$ cat src/sv/cnmf_pkg.sv
package cnmf_pkg;

    // Ring capacity and field widths
    localparam int MAX_AREAS = 1024;
    localparam logic [31:0] MAX_AREAS_U = MAX_AREAS;
    localparam int ACT_W   = 2;
    localparam int AREA_W  = 11;
    localparam int STEPS_W = 31;
    localparam int DIST_W  = 10;

    // Internal widths derived from the capacity
    localparam int IDX_W  = $clog2(MAX_AREAS);
    localparam int N_W    = $clog2(MAX_AREAS + 1);
    localparam int WORD_W = 32;
    localparam int WBIT_W = $clog2(WORD_W);
    localparam int ROWS   = (MAX_AREAS + WORD_W - 1) / WORD_W;
    localparam int ROW_W  = (ROWS > 1) ? $clog2(ROWS) : 1;

    // Serial remainder unit: dividend holds position plus step count (move) or the position alone (query)
    localparam int DIV_W  = 32;
    localparam int ITER_W = $clog2(DIV_W + 1);

    localparam logic [AREA_W-1:0] AREA_COUNT_RST = AREA_W'(1024);

    // Action codes
    localparam logic [ACT_W-1:0] ACT_TOGGLE = 2'd0;
    localparam logic [ACT_W-1:0] ACT_MOVE   = 2'd1;
    localparam logic [ACT_W-1:0] ACT_QUERY  = 2'd2;

    typedef enum logic [2:0] {
        S_IDLE,
        S_MOD,
        S_TGL_RD,
        S_TGL_WR,
        S_SCAN_RD,
        S_SCAN_CHK,
        S_DONE
    } state_t;

    typedef struct packed {
        logic              start;
        logic [DIV_W-1:0]  dividend;
        logic [ITER_W-1:0] iters;
    } mod_req_t;

    // Clamp the written count into 1..MAX_AREAS
    function automatic logic [N_W-1:0] ring_size(input logic [AREA_W-1:0] cnt);
        logic [N_W-1:0] n;
        if (cnt == '0)
        begin
            n = N_W'(1);
        end
        else if (32'(cnt) > MAX_AREAS_U)
        begin
            n = N_W'(MAX_AREAS);
        end
        else
        begin
            n = N_W'(cnt);
        end
        return n;
    endfunction

endpackage

$ cat src/sv/circular_next_mark_finder.sv
// Ring mark finder: areas 1..area_count on a ring, one mark per area, and a
// current position that starts at area 1.
// Input channel (in_valid / in_stall) carries one word: action, area, steps.
//   toggle flips the mark of an in-range area, move advances the position,
//   query returns the clockwise distance to the nearest marked area.
// Output channel (out_valid / out_stall) carries distance and none_marked,
//   one word per query only.
// Configuration: cfg_wr_en / cfg_wr_data write area_count; the user must write it only
// while idle, and the block itself does not enforce this. Work per word:
//   toggle: a row read, then the write back
//   move:   the 32-step serial remainder unit
//   query:  10 remainder steps, then one row read and one check per 32-bit
//           mark row, over up to ceil(n/32)+1 rows
//   ignored toggles and unused codes: no work, the block stays idle
// One word is in work at a time; in_stall is high while it is.
// A finished query result sits in the output register; a new word is taken
// while it waits, and the next result holds in the block until it is taken.
// Reset clears the position and all marks at once (one valid bit per row,
// no clearing pass) and sets area_count to 1024.
module circular_next_mark_finder (
    input  logic                          clk,
    input  logic                          rst_n,
    input  logic                          in_valid,
    output logic                          in_stall,
    input  logic [cnmf_pkg::ACT_W-1:0]    action,
    input  logic [cnmf_pkg::AREA_W-1:0]   area,
    input  logic [cnmf_pkg::STEPS_W-1:0]  steps,
    output logic                          out_valid,
    input  logic                          out_stall,
    output logic [cnmf_pkg::DIST_W-1:0]   distance,
    output logic                          none_marked,
    input  logic                          cfg_wr_en,
    input  logic [cnmf_pkg::AREA_W-1:0]   cfg_wr_data
);
    import cnmf_pkg::*;

    state_t state_reg, state_next;

    logic [AREA_W-1:0] area_count_reg;
    logic [IDX_W-1:0]  position_reg, position_next;
    logic              is_query_reg, is_query_next;
    logic [IDX_W-1:0]  tidx_reg, tidx_next;
    logic [IDX_W-1:0]  p_reg, p_next;
    logic [ROW_W-1:0]  row_reg, row_next;
    logic [ROW_W:0]    left_reg, left_next;
    logic              first_reg, first_next;
    logic              wrap_reg, wrap_next;
    logic [N_W-1:0]    res_dist_reg, res_dist_next;
    logic              res_none_reg, res_none_next;
    logic              out_valid_reg, out_valid_next;
    logic [DIST_W-1:0] dist_out_reg, dist_out_next;
    logic              none_out_reg, none_out_next;

    // Mark store: rows of 32 marks, one valid bit per row
    logic [WORD_W-1:0] mark_mem [ROWS];
    logic [ROWS-1:0]   row_vld_reg;
    logic [WORD_W-1:0] rd_data_reg;
    logic              rd_vld_reg;
    logic [ROW_W-1:0]  rd_addr;
    logic              mem_we;
    logic [ROW_W-1:0]  mem_waddr;
    logic [WORD_W-1:0] mem_wdata;
    logic [WORD_W-1:0] word_q;

    mod_req_t          mod_req;
    logic              mod_done;
    logic [N_W-1:0]    mod_rem;

    logic [N_W-1:0]    ring_n;
    logic [ROW_W-1:0]  last_row;
    logic              accept;
    logic              tgl_ok;
    logic              out_free;
    logic [31:0]       row_base;
    logic [31:0]       row_lim;
    logic [WORD_W-1:0] hit;
    logic              found;
    logic [WBIT_W-1:0] hit_bit;
    logic [N_W-1:0]    idx_hit;
    logic [N_W-1:0]    hit_dist;

    cnmf_serial_mod u_mod (
        .clk     (clk),
        .rst_n   (rst_n),
        .req     (mod_req),
        .divisor (ring_n),
        .done    (mod_done),
        .rem     (mod_rem)
    );

    assign ring_n   = ring_size(area_count_reg);
    assign last_row = ROW_W'((ring_n - N_W'(1)) >> WBIT_W);
    assign in_stall = (state_reg != S_IDLE);
    assign accept   = in_valid && !in_stall;
    assign tgl_ok   = (area != '0) && (32'(area) <= 32'(ring_n));
    assign out_free = !out_valid_reg || !out_stall;

    // Rows never written read as all clear
    assign word_q = rd_vld_reg ? rd_data_reg : '0;

    // Scan one row: drop marks past the ring end, and below the start on the first row
    assign row_base = 32'(row_reg) << WBIT_W;
    assign row_lim  = 32'(ring_n) - row_base;

    always_comb
    begin
        for (int j = 0; j < WORD_W; j++)
        begin
            hit[j] = word_q[j] && (32'(j) < row_lim) &&
                     (!first_reg || (WBIT_W'(j) >= WBIT_W'(p_reg)));
        end
    end

    // Lowest hit wins
    always_comb
    begin
        found   = 1'b0;
        hit_bit = '0;
        for (int j = WORD_W - 1; j >= 0; j--)
        begin
            if (hit[j])
            begin
                found   = 1'b1;
                hit_bit = WBIT_W'(j);
            end
        end
    end

    assign idx_hit  = N_W'(row_base | 32'(hit_bit));
    // After a wrap the hit lies below the start: add the ring size back
    assign hit_dist = wrap_reg ? (ring_n - N_W'(p_reg)) + idx_hit
                               : idx_hit - N_W'(p_reg);

    // Next state
    always_comb
    begin
        state_next = state_reg;
        unique case (state_reg)
            S_IDLE:
            begin
                if (accept)
                begin
                    case (action) inside
                        ACT_TOGGLE:           state_next = tgl_ok ? S_TGL_RD : S_IDLE;
                        ACT_MOVE, ACT_QUERY:  state_next = S_MOD;
                        default:              state_next = S_IDLE;
                    endcase
                end
            end
            S_MOD:
            begin
                if (mod_done)
                begin
                    state_next = is_query_reg ? S_SCAN_RD : S_IDLE;
                end
            end
            S_TGL_RD:   state_next = S_TGL_WR;
            S_TGL_WR:   state_next = S_IDLE;
            S_SCAN_RD:  state_next = S_SCAN_CHK;
            S_SCAN_CHK: state_next = (found || left_reg == '0) ? S_DONE : S_SCAN_RD;
            S_DONE:     state_next = out_free ? S_IDLE : S_DONE;
            default:    state_next = S_IDLE;
        endcase
    end

    // Datapath and control outputs
    always_comb
    begin
        position_next  = position_reg;
        is_query_next  = is_query_reg;
        tidx_next      = tidx_reg;
        p_next         = p_reg;
        row_next       = row_reg;
        left_next      = left_reg;
        first_next     = first_reg;
        wrap_next      = wrap_reg;
        res_dist_next  = res_dist_reg;
        res_none_next  = res_none_reg;
        out_valid_next = out_valid_reg;
        dist_out_next  = dist_out_reg;
        none_out_next  = none_out_reg;
        mod_req        = '0;
        mem_we         = 1'b0;
        mem_waddr      = ROW_W'(tidx_reg >> WBIT_W);
        mem_wdata      = word_q ^ (WORD_W'(1) << WBIT_W'(tidx_reg));
        rd_addr        = (state_reg == S_TGL_RD) ? ROW_W'(tidx_reg >> WBIT_W) : row_reg;

        // Drop the result once taken
        if (out_valid_reg && !out_stall)
        begin
            out_valid_next = 1'b0;
        end

        unique case (state_reg)
            S_IDLE:
            begin
                if (accept)
                begin
                    is_query_next = (action == ACT_QUERY);
                    tidx_next     = IDX_W'(area - AREA_W'(1));
                    if (action == ACT_QUERY)
                    begin
                        // Reduce the position only: feed its bits at the top
                        mod_req.start    = 1'b1;
                        mod_req.dividend = DIV_W'(position_reg) << (DIV_W - IDX_W);
                        mod_req.iters    = ITER_W'(IDX_W);
                    end
                    else if (action == ACT_MOVE)
                    begin
                        mod_req.start    = 1'b1;
                        mod_req.dividend = DIV_W'(position_reg) + DIV_W'(steps);
                        mod_req.iters    = ITER_W'(DIV_W);
                    end
                end
            end
            S_MOD:
            begin
                if (mod_done)
                begin
                    if (is_query_reg)
                    begin
                        p_next     = IDX_W'(mod_rem);
                        row_next   = ROW_W'(mod_rem >> WBIT_W);
                        left_next  = {1'b0, last_row} + (ROW_W + 1)'(1);
                        first_next = 1'b1;
                        wrap_next  = 1'b0;
                    end
                    else
                    begin
                        position_next = IDX_W'(mod_rem);
                    end
                end
            end
            S_TGL_RD:
            begin
            end
            S_TGL_WR:
            begin
                mem_we = 1'b1;
            end
            S_SCAN_RD:
            begin
            end
            S_SCAN_CHK:
            begin
                if (found)
                begin
                    res_dist_next = hit_dist;
                    res_none_next = 1'b0;
                end
                else if (left_reg == '0)
                begin
                    res_dist_next = '0;
                    res_none_next = 1'b1;
                end
                else
                begin
                    // Advance one row, wrapping at the ring end
                    left_next  = left_reg - (ROW_W + 1)'(1);
                    first_next = 1'b0;
                    if (row_reg == last_row)
                    begin
                        row_next  = '0;
                        wrap_next = 1'b1;
                    end
                    else
                    begin
                        row_next = row_reg + ROW_W'(1);
                    end
                end
            end
            S_DONE:
            begin
                if (out_free)
                begin
                    out_valid_next = 1'b1;
                    dist_out_next  = DIST_W'(res_dist_reg);
                    none_out_next  = res_none_reg;
                end
            end
            default:
            begin
            end
        endcase
    end

    // Control registers
    always_ff @(posedge clk or negedge rst_n)
    begin
        if (!rst_n)
        begin
            state_reg      <= S_IDLE;
            area_count_reg <= AREA_COUNT_RST;
            position_reg   <= '0;
            out_valid_reg  <= 1'b0;
            row_vld_reg    <= '0;
            rd_vld_reg     <= 1'b0;
        end
        else
        begin
            state_reg     <= state_next;
            position_reg  <= position_next;
            out_valid_reg <= out_valid_next;
            rd_vld_reg    <= row_vld_reg[rd_addr];
            if (cfg_wr_en)
            begin
                area_count_reg <= cfg_wr_data;
            end
            if (mem_we)
            begin
                row_vld_reg[mem_waddr] <= 1'b1;
            end
        end
    end

    // Payload registers
    always_ff @(posedge clk)
    begin
        is_query_reg <= is_query_next;
        tidx_reg     <= tidx_next;
        p_reg        <= p_next;
        row_reg      <= row_next;
        left_reg     <= left_next;
        first_reg    <= first_next;
        wrap_reg     <= wrap_next;
        res_dist_reg <= res_dist_next;
        res_none_reg <= res_none_next;
        dist_out_reg <= dist_out_next;
        none_out_reg <= none_out_next;
    end

    // Mark memory: one write port, one registered read port
    always_ff @(posedge clk)
    begin
        if (mem_we)
        begin
            mark_mem[mem_waddr] <= mem_wdata;
        end
        rd_data_reg <= mark_mem[rd_addr];
    end

    assign out_valid   = out_valid_reg;
    assign distance    = dist_out_reg;
    assign none_marked = none_out_reg;

endmodule

$ cat src/sv/cnmf_serial_mod.sv
module cnmf_serial_mod (
    input  logic                    clk,
    input  logic                    rst_n,
    input  cnmf_pkg::mod_req_t      req,
    input  logic [cnmf_pkg::N_W-1:0] divisor,
    output logic                    done,
    output logic [cnmf_pkg::N_W-1:0] rem
);
    import cnmf_pkg::*;

    logic [DIV_W-1:0]  shift_reg, shift_next;
    logic [N_W-1:0]    rem_reg, rem_next;
    logic [ITER_W-1:0] iter_reg, iter_next;
    logic              busy_reg, busy_next;
    logic              done_reg, done_next;
    logic [N_W:0]      trial;
    logic [N_W:0]      trial_sub;

    // One dividend bit per cycle: shift in, subtract divisor if it fits
    assign trial     = {rem_reg, shift_reg[DIV_W-1]};
    assign trial_sub = trial - {1'b0, divisor};

    always_comb
    begin
        shift_next = shift_reg;
        rem_next   = rem_reg;
        iter_next  = iter_reg;
        busy_next  = busy_reg;
        done_next  = 1'b0;
        if (req.start)
        begin
            shift_next = req.dividend;
            rem_next   = '0;
            iter_next  = req.iters;
            busy_next  = 1'b1;
        end
        else if (busy_reg)
        begin
            shift_next = {shift_reg[DIV_W-2:0], 1'b0};
            rem_next   = (trial >= {1'b0, divisor}) ? N_W'(trial_sub) : N_W'(trial);
            iter_next  = iter_reg - ITER_W'(1);
            if (iter_reg == ITER_W'(1))
            begin
                busy_next = 1'b0;
                done_next = 1'b1;
            end
        end
    end

    always_ff @(posedge clk or negedge rst_n)
    begin
        if (!rst_n)
        begin
            busy_reg <= 1'b0;
            done_reg <= 1'b0;
            iter_reg <= '0;
        end
        else
        begin
            busy_reg <= busy_next;
            done_reg <= done_next;
            iter_reg <= iter_next;
        end
    end

    always_ff @(posedge clk)
    begin
        shift_reg <= shift_next;
        rem_reg   <= rem_next;
    end

    assign done = done_reg;
    assign rem  = rem_reg;

endmodule

$ cat config.mk
export PLATFORM = sky130hd
export DESIGN_NAME = circular_next_mark_finder
export DESIGN_NICKNAME = d
export VERILOG_FILES = /design/src/sv/cnmf_pkg.sv /design/src/sv/circular_next_mark_finder.sv /design/src/sv/cnmf_serial_mod.sv
export SDC_FILE = /design/constraint.sdc
export NUM_CORES = 2
export LEC_CHECK = 0
export BUFFER_PORTS_ARGS = -buffer_cell sky130_fd_sc_hd__buf_4
export CELL_PAD_IN_SITES_DETAIL_PLACEMENT = 0
export CELL_PAD_IN_SITES_GLOBAL_PLACEMENT = 1
export CORE_ASPECT_RATIO = 1.5
export CORE_MARGIN = 2
export CORE_UTILIZATION = 35
export DETAILED_ROUTE_END_ITERATION = 8
export PLACE_DENSITY_LB_ADDON = 0.1
export SKIP_CTS_REPAIR_TIMING = 1
export SKIP_LAST_GASP = 1
export SYNTH_ARGS = -nofsm -noshare
export SYNTH_HDL_FRONTEND = slang
export SYNTH_SLANG_ARGS = --single-unit
$ cat constraint.sdc
create_clock -name clk -period 13.3 [get_ports clk]
set_input_delay 3.99 -clock clk [delete_from_list [all_inputs] [get_ports clk]]
set_output_delay 3.99 -clock clk [all_outputs]
set_load 0.01 [all_outputs]
==> flow_metrics.env <==
export IMPL_status="finished, final reports clean"
export IMPL_start_util=0.352
export IMPL_grt_ovfl_total=0
export IMPL_area_growth_pct=14.2
export IMPL_r2r_slack_ps=5940
export IMPL_portBuffers=72
export IMPL_m1WireLength_mm=62.7
export IMPL_hold_viol=0
export IMPL_routed_top_layer="met4"
export IMPL_num_vias=29964
export IMPL_drive_gt1_frac=0.214
export IMPL_path_class="flip-flop to flip-flop"
export IMPL_die_w_um=319
export IMPL_fp_coreArea_um2=148000
export IMPL_antenna_left=0
export IMPL_cts_tree="done"
export IMPL_place_gp_congestion=0.875
export IMPL_min_period_ps=7360
export IMPL_power_leakage_nw=20.4
export IMPL_vias_per_cell=5.50
export IMPL_cp_slowest_cell="dfstp_2"
export IMPL_post_dp_cell_area_um2=55400
export IMPL_worst_ep_required_time_ps=13760
export IMPL_syn_nets=3453
export IMPL_nFillCells=13597
export IMPL_hold_path_class="flip-flop to flip-flop"
export IMPL_ff2ff_path_depth=26
export IMPL_nets=3556
export IMPL_dr_pass1_iters=5
export IMPL_avgSynthCellArea_um2=15.7
export IMPL_cp_start_kind="flip-flop"
export IMPL_cts_buffer_depth=3
export IMPL_ys_top_cells_by_count="edfxtp_1 (1112), nand2_1 (451), mux4_2 (264)"
export IMPL_io_pins=73
export IMPL_synth_cell_types=89
export IMPL_clock_skew_ps=28.6
export IMPL_synth_largest_area_cell="edfxtp_1"
export IMPL_clock_sinks=1221
export IMPL_clock_latency_ps=750
export IMPL_grt_pass1_wl_mm=230
export IMPL_yosys_warnings=0
export IMPL_min_delay_start="res_dist_reg[8]"
export IMPL_wl_met2_mm=86.5
export IMPL_ys_seq_elements=1221
export IMPL_grt_util_all_layers=0.211
export IMPL_slew_viol_final=0
export IMPL_slowest_delay_ps=810
export IMPL_crit_fanout=21
export IMPL_top_register="mark_mem"
export IMPL_synth_cells=3312
export IMPL_worstReg2RegEnd="res_dist_reg[9]"
export IMPL_dieArea_um2=152000
export IMPL_largest_reg_flops=1024
export IMPL_grt_setup_unrepaired="no"
export IMPL_crit_path_end_kind="flip-flop"
export IMPL_grt_pass1_vias=31715
export IMPL_fin_area_um2=59500
export IMPL_fp_dieH_um=476
export IMPL_synth_ff_type="edfxtp_1"
export IMPL_crit_family="compound AO/OA/AOI/OAI gates"
export IMPL_grt_max_degree=155
export IMPL_clkSlewWorstSetupHoldPaths_ps=60
export IMPL_synth_edf_count=1112
export IMPL_fin_crit_sh=0.553
export IMPL_row_count=173
export IMPL_drt_initial_drc_count=2177
export IMPL_synth_area_leaders="edfxtp_1 (64%), mux4_2 (11%), nand2_1 (3.2%), dfrtp_1 (3.1%), nand3_1 (2.0%)"
export IMPL_seq_area_frac_synth=0.689
export IMPL_holdPathEnd="distance[8]"
export IMPL_grt_antenna_before_repair=1
export IMPL_ir_worst_vdd_mv=0.112
export IMPL_yosys_cell_count_top_type="edfxtp_1"
export IMPL_worst_r2r_startpoint="area_count_reg[10]"
export IMPL_cap_violations=0
export IMPL_dr_wl_met3_mm=5.46
export IMPL_dp_hpwl_mm=89.7
export IMPL_hold_depth=0
export IMPL_wl_mm=160
export IMPL_pwr_density_cell_nw_per_um2=191
export IMPL_cts_buffers=117
export IMPL_cts_htree_levels=3
export IMPL_worstMarginPinSlew_ps=1290
export IMPL_finalSetupViolCount=0
export IMPL_drc=0
export IMPL_cts_root_buf="clkbuf_16"
export IMPL_post_synth_top_area_fraction=0.641
export IMPL_setup_tns_final_ps=0
export IMPL_netlist_area_um2=52100
export IMPL_slew_limit_headroom=0.138
export IMPL_critPathArrivalTime_ps=7820
export IMPL_fmax_ghz=0.136
export IMPL_avgRoutedWirePerCell_um=29.4
export IMPL_crit_buf_inv=3
export IMPL_async_flop_share=0.0541
## worst register-to-register path, delay by kind of cell, from the launching register on
family                     cells  cell delay (ps)
AOI/OAI and AO/OA             10             2780
xor gates and xnor gates       3              480
adders and majority gates      4             1330
buffers and inverters          3              400
DFF                            1              810
muxes                          1              180
and+or+nand+nor                5             1100
## cells by family (layout without fill, tap and decap cells)
family / count (synthesis) / count (layout) / synth area share
compound gates: 365 / 365 / 0.0429
xor+xnor: 108 / 108 / 0.0182
fa+ha+maj: 82 / 82 / 0.0215
buf+inv: 235 / 440 / 0.0191
flops: 1221 / 1221 / 0.689
mux: 292 / 292 / 0.120
other cells: 0 / 2 / 0
simple gates: 1009 / 1009 / 0.0889
## cells in the final DEF (no fill, tap or decap), drive strengths merged, types with 10 or more instances in the layout
cell / count
edfxtp: 1112
nand2: 452
mux4: 264
nand3: 204
nor2: 158
clkbuf: 156
buf: 152
o21ai: 125
a21oi: 107
inv: 69
ha: 68
dfrtp: 65
xor2: 55
xnor2: 53
clkinv: 44
dfxtp: 43
or2: 40
nor3: 29
and3: 22
nand4: 21
mux2: 21
nand2b: 16
nand3b: 15
a21o: 15
o31ai: 14
a31oi: 14
fa: 13
bufinv: 13
o21bai: 13
nor2b: 12
nor3b: 12
o21a: 10
## area by class of cell
| cell class | count | area (um2) | area share |
|---|---|---|---|
| Antenna cell | 2 | 5.00 | 0.0000842 |
| Multi-Input combinational cell | 1856 | 15800 | 0.265 |
| Sequential cell | 1221 | 35900 | 0.604 |
| Tap cell | 1925 | 2410 | 0.0405 |
| Inverter | 67 | 251 | 0.00423 |
| Timing Repair Buffer | 152 | 1210 | 0.0204 |
| Clock inverter | 65 | 716 | 0.0120 |
| Clock buffer | 156 | 3190 | 0.0536 |
## report_power, final
group          switching, mW  leakage [nW]  total, mW  internal, mW
sequential             0.215          11.5       5.03          4.82
combinational           1.82          7.02       2.89          1.07
clock                   1.49          1.90       3.43          1.94
## routing by layer
layer  track usage  up-vias
met4        0.0723        0
met3        0.0228      245
met1         0.252    16094
li1              -    12933
met2         0.391      692
met5             0        -
## worst max path at each step
stage | to | startpoint | slack (ps) | depth (start not counted)
after floorplan | u_mod.shift_reg[24] | steps[0] | 6990 | 12
after global placement | res_dist_reg[9] | area_count_reg[10] | 5980 | 26
after detailed placement | res_dist_reg[9] | area_count_reg[10] | 5960 | 26
after CTS | res_dist_reg[9] | area_count_reg[10] | 5910 | 26
after global routing | res_dist_reg[9] | area_count_reg[10] | 5420 | 26
final | res_dist_reg[9] | area_count_reg[10] | 5940 | 26
## metrics by stage
stage | worst slack (ps) | hold WS [ps] | instances | util | total power [mW]
after CTS | 5910 | 420 | 5436 | 0.401 | 11.5
after global routing | 5420 | 428 | 5443 | 0.402 | 11.9
after floorplan | 6990 | 400 | 3312 | - | 6.96
after global placement | 5980 | 401 | 5215 | 0.374 | 7.98
after detailed placement | 5960 | 405 | 5215 | 0.374 | 8.04
final | 5940 | 418 | 5444 | 0.402 | 11.4
No activity file was read; power rests on OpenSTA's default activity.
